$ cat src/sv/assert_macros.svh
// Assertion macros shared by the online mean and variance block.
`ifndef ASSERT_MACROS_SVH
`define ASSERT_MACROS_SVH

// Check that a condition holds on every clock edge out of reset.
`define OMV_ASSERT(lbl, prop) \
  lbl: assert property (@(posedge clk) disable iff (!rst_n) (prop)) \
    else $error("omv assertion failed");

// Check that a trigger is followed by a condition on the next edge.
`define OMV_ASSERT_NEXT(lbl, trig, cond) \
  lbl: assert property (@(posedge clk) disable iff (!rst_n) (trig) |=> (cond)) \
    else $error("omv assertion failed");

`endif

$ cat src/sv/omv_pkg.sv
// Shared constants and command/status types of the online mean and variance block.
package omv_pkg;

  localparam int DEPTH     = 1024;
  localparam int AW        = $clog2(DEPTH);
  localparam int LEN_W     = 11;
  localparam int FRAC      = 16;
  localparam int DW        = 32;
  localparam int SUM_W     = 64;
  localparam int OUT_SUM_W = 63;
  localparam int CNT_W     = 32;
  localparam int DIV_W     = DW + 1;
  localparam int DIV_CNT_W = $clog2(DIV_W + 1);
  localparam int PROD_W    = 2 * DIV_W;
  localparam int CFG_IDX_W = 1;

  localparam logic [SUM_W-1:0] SUM_MAX = {1'b0, {(SUM_W-1){1'b1}}};
  localparam logic [CNT_W-1:0] CNT_MAX = {CNT_W{1'b1}};

  // Configuration register indexes
  localparam logic [CFG_IDX_W-1:0] CFG_LENGTH   = 1'b0;
  localparam logic [CFG_IDX_W-1:0] CFG_VARIANCE = 1'b1;

  typedef struct packed {
    logic accept;
    logic div_start;
    logic div_step;
    logic prep;
    logic mul_lo;
    logic mul_hi;
    logic write;
    logic clear;
  } omv_cmd_t;

  typedef struct packed {
    logic div_done;
    logic clr_last;
  } omv_sts_t;

endpackage

$ cat src/sv/omv_ctrl.sv
// Controller: sequences clearing, division, multiplication and write-back.
`include "assert_macros.svh"
module omv_ctrl (
  input  logic                clk,
  input  logic                rst_n,
  input  logic                in_valid,
  output logic                in_stall,
  output logic                out_valid,
  input  logic                out_stall,
  output omv_pkg::omv_cmd_t   cmd,
  input  omv_pkg::omv_sts_t   sts
);

  typedef enum logic [2:0] {
    S_CLEAR, S_IDLE, S_READ, S_DIV, S_PREP, S_MUL0, S_MUL1, S_WRITE
  } state_t;

  state_t state_r, state_nxt;
  logic   out_valid_r, out_valid_nxt;
  logic   out_busy;

  assign in_stall  = (state_r != S_IDLE);
  assign out_valid = out_valid_r;
  assign out_busy  = out_valid_r && out_stall;

  // Decode commands and next state
  always_comb begin
    cmd           = '0;
    state_nxt     = state_r;
    out_valid_nxt = out_valid_r && out_stall;
    case (state_r)
      S_CLEAR: begin
        cmd.clear = 1'b1;
        if (sts.clr_last) state_nxt = S_IDLE;
      end
      S_IDLE: begin
        if (in_valid) begin
          cmd.accept = 1'b1;
          state_nxt  = S_READ;
        end
      end
      S_READ: begin
        cmd.div_start = 1'b1;
        state_nxt     = S_DIV;
      end
      S_DIV: begin
        if (sts.div_done) state_nxt = S_PREP;
        else cmd.div_step = 1'b1;
      end
      S_PREP: begin
        cmd.prep  = 1'b1;
        state_nxt = S_MUL0;
      end
      S_MUL0: begin
        cmd.mul_lo = 1'b1;
        state_nxt  = S_MUL1;
      end
      S_MUL1: begin
        cmd.mul_hi = 1'b1;
        state_nxt  = S_WRITE;
      end
      S_WRITE: begin
        if (!out_busy) begin
          cmd.write     = 1'b1;
          out_valid_nxt = 1'b1;
          state_nxt     = S_IDLE;
        end
      end
      default: state_nxt = S_IDLE;
    endcase
  end

  // Hold state and the result valid flag
  always_ff @(posedge clk) begin
    if (!rst_n) begin
      state_r     <= S_CLEAR;
      out_valid_r <= 1'b0;
    end else begin
      state_r     <= state_nxt;
      out_valid_r <= out_valid_nxt;
    end
  end

  `OMV_ASSERT(a_write_free, !cmd.write || !(out_valid_r && out_stall))
  `OMV_ASSERT_NEXT(a_accept_read, in_valid && !in_stall, state_r == S_READ)
  `OMV_ASSERT(a_valid_rise, !$rose(out_valid_r) || $past(cmd.write))

endmodule

$ cat config.mk
export PLATFORM = sky130hd
export DESIGN_NAME = omv_ctrl
export DESIGN_NICKNAME = d
export VERILOG_FILES = /design/src/sv/omv_pkg.sv /design/src/sv/omv_ctrl.sv
export VERILOG_INCLUDE_DIRS = /design/src /design/src/sv
export SDC_FILE = /design/constraint.sdc
export NUM_CORES = 1
export LEC_CHECK = 0
export BUFFER_PORTS_ARGS = -buffer_cell sky130_fd_sc_hd__buf_2
export CAP_MARGIN = 10
export CORE_AREA = 2 2 39 41
export DETAILED_ROUTE_END_ITERATION = 10
export DIE_AREA = 0 0 41 43
export MAX_ROUTING_LAYER = met4
export PLACE_DENSITY_LB_ADDON = 0.3
export RECOVER_POWER = 100
export SYNTH_ARGS = -nofsm -noshare
export SYNTH_HDL_FRONTEND = slang
export SYNTH_SLANG_ARGS = --single-unit
$ cat constraint.sdc
create_clock -name clk -period 1 [get_ports clk]
set_input_delay 0.15 -clock clk [delete_from_list [all_inputs] [get_ports clk]]
set_output_delay 0.15 -clock clk [all_outputs]
set_load 0.03 [all_outputs]
==> reports/results.tsv <==
stage	metric	value	unit
finish	post-route-util	48.6	%
timing	worst_pin_slew	0.179	ns
yosys	async_reset_ff_share	0	%
worst_setup_path	cpLargestDelayFamily	flip-flops	
worst_setup_path	criticalPathCategory	reg -> out	
global_routing	globalRouteOverflowTotal	0	
timing	finClkSkew	0.00342	ns
yosys	synth_area_leaders	dfxtp_1 29%, buf_6 8.1%, nor3_1 5.4%	
floorplanning	initial_core_util	20.0	%
status	status	finished, violations left	
yosys	synth_flop_cell	dfxtp_1	
run	drv_cap	0	
worst_hold_path	hold_path_depth	3	
worst_setup_path	worst-endpoint-arrival	1.09	ns
floorplanning	dieArea	0.00176	mm^2
global_routing	grtUsageTotal	13.3	%
timing	layout_setup_ws	-0.237	ns
finish	multi_input_area	253	um^2
floorplanning	core_area	0.00138	mm^2
placed_design	dp.final_hpwl	572	um
clock_network	hold_buffers	0	
yosys	yosys.area.top_type	dfxtp_1	
yosys	ys_ff_latch	4	
route	drtPass1Iterations	2	
worst_setup_path	required	0.85	ns
yosys	synth_top_area_share	29.0	%
yosys	syn_nets	40	
global_routing	antenna_found_initial	0	
yosys	synth-edff-count	0	
power	leakage	0.000305	uW
worst_setup_path	critPathMostFrequentCell	buf_6	
finish	ff_latch_area	92.6	um^2
yosys	seq_area_frac_synth	29.0	%
clock_network	cts_tree	built	
timing	min_period_over_period	124	%
placed_design	preCtsSetupSlack	-0.0838	ns
worst_setup_path	cp_slowest_cell	dfxtp_4	
finish	nNetsFinal	74	
global_routing	grt_max_degree	9	
route	wl	963	um
yosys	synth_warnings	0	
global_routing	grt_pass1_wl	1500	um
worst_setup_path	reg2reg_from	state_r[2]	
finish	area_growth	143	%
placed_design	dp.cells	69	
yosys	synth_cells	34	
route	drc_errors	0	
yosys	synth_area	277	um^2
timing	setup_viol	12	
timing	rsz0062_at_grt	yes	
timing	drv_slew	0	
clock_network	cts_made_buffers	3	
power	peakVddDrop	520	uV
floorplanning	fp.dieH	43	um
worst_setup_path	rr_worst_depth	6	
status	failed_checks	setup timing	
worst_setup_path	critPathLaunchType	register	
placed_design	portBuffers	15	
timing	hold_viol	0	
floorplanning	rows	14	
timing	period_needed	1.24	ns
finish	fill_cells	136	
worst_setup_path	crit_path_end_kind	output pin	
yosys	avgSynthCellArea	8.13	um^2
worst_setup_path	r2r_setup_slack	-0.17	ns
placed_design	gp_congestion	0.737	
worst_hold_path	hp-class	in -> reg	
yosys	yosysMostFrequentCell	dfxtp_1	
worst_setup_path	rr_endpoint	state_r[0]	
clock_network	clkSinkCount	4	
finish	fin_area	672	um^2
finish	fin_cells	82	
finish	antenna_cells	0	
yosys	synthTopCellsByCount	4 x dfxtp_1, 3 x nand2_1, 3 x nor3_1	
route	avgViaCountPerCell	4.52	
clock_network	root_buffer	clkbuf_4	
floorplanning	ios	16	
floorplanning	dieWidth	41	um
clock_network	path_clk_slew	0.04	ns
worst_setup_path	max_stage_delay	0.36	ns
route	num_vias	371	
timing	relSlewSlack	88.1	%
worst_setup_path	crit_path_max_fanout	6	
global_routing	grt_pass1_vias	374	
placed_design	placed_cell_area	450	um^2
power	p_per_area	967	mW/mm^2
yosys	synth.distinct_cells	21	
worst_setup_path	path_buf_inv	2	
worst_setup_path	path_cells	buf_6, nand3_4, a21oi_4, buf_6	
clock_network	cts.path.max_buffers	2	
worst_hold_path	min_from	sts[0]	
route	drtIter0Drc	4	
worst_hold_path	min_to	state_r[0]	
finish	drive_above_1_share	81.8	%
route	wire_per_inst	11.7	um
timing	clock.fmax	0.808	GHz
clock_network	cts_max_level	1	
clock_network	clock_latency	0.23	ns
route	ant_nets	0	
## registers in the layout, summed over array words and instances, names as in the netlist
register   count
state_r        3
out_valid      1
## worst reg2reg max path, delay by kind of cell (launching register included)
kind / cells / cell delay, ns
DFF: 1 / 0.39
and+or+nand+nor: 1 / 0.11
buffers and inverters: 3 / 0.32
AOI/OAI and AO/OA: 2 / 0.26
## routing by layer
| metal | wire [um] | part of all wire (%) | global-route usage [%] | up-vias |
|---|---|---|---|---|
| met2 | 601 | 62 | 23.8 | 8 |
| met1 | 334 | 35 | 11.3 | 176 |
| met3 | 27 | 2.8 | 6.28 | 0 |
| met5 | 0 | 0 | - | - |
| li1 | - | - | - | 187 |
| met4 | 0 | 0 | 4.00 | 0 |
## cell families after synthesis
family	synth area share, %
AO/OA/AOI/OAI	24.0
buffers and inverters	13.6
flip-flops	29.0
AND/OR/NAND/NOR	33.5
## power by group
part	leakage (uW)	switching (uW)	total, uW	internal, uW
logic	0.000256	132	269	137
registers	0.0000353	20.2	189	169
clock network	0.0000138	58.2	192	134
## through the flow
stage | setup TNS [ns] | total power [uW] | hold WS, ns
after detailed placement | -0.496 | 368 | 0.415
after CTS | -2.15 | 643 | 0.154
after floorplan | -0.201 | 316 | 0.286
final | -2.06 | 650 | 0.193
after global routing | -2.68 | 693 | 0.199
after global placement | -0.346 | 367 | 0.415
## cell type report
| cell class | instances | area share (%) |
|---|---|---|
| clock buffers | 3 | 3.35 |
| inverters | 2 | 1.12 |
| multi-input cells | 25 | 37.6 |
| flip-flops and latches | 4 | 13.8 |
| well taps | 16 | 2.98 |
| repair buffers | 32 | 41.2 |
## how the worst max path moves through the flow
stage,from,to,cells after the start
after floorplan,state_r[2],state_r[0],2
after global placement,state_r[0],cmd[0],3
after detailed placement,state_r[0],cmd[0],3
after CTS,state_r[2],cmd[1],4
after global routing,state_r[2],cmd[1],4
final,state_r[1],cmd[1],4
## what timing repair did
item                                   in CTS  in global routing
gates resized for setup                    33                  5
setup buffers                               8                  2
setup endpoints to repair                  12                 12
pin swaps                                   2                  3
cloned                                      0                  0
endpoints found under the hold margin       0                  0
## layout by cell type, fill, tap and decap left out
cell       n
inv_1      2
o21ai_1    1
dfxtp_4    3
a31oi_4    1
and3_2     1
nor2_1     2
clkbuf_4   3
a41oi_1    1
nor3_4     2
and3b_2    2
buf_2      5
nand2_2    1
buf_4     14
nor3b_4    2
a221oi_2   1
a21oi_4    1
nand2_1    2
nand3b_1   1
a21oi_1    2
nor2_2     1
o21ai_2    1
nand3_4    1
buf_6     13
dfxtp_2    1
a21o_1     1
nor3_2     1
No activity file was read; power rests on OpenSTA's default activity.
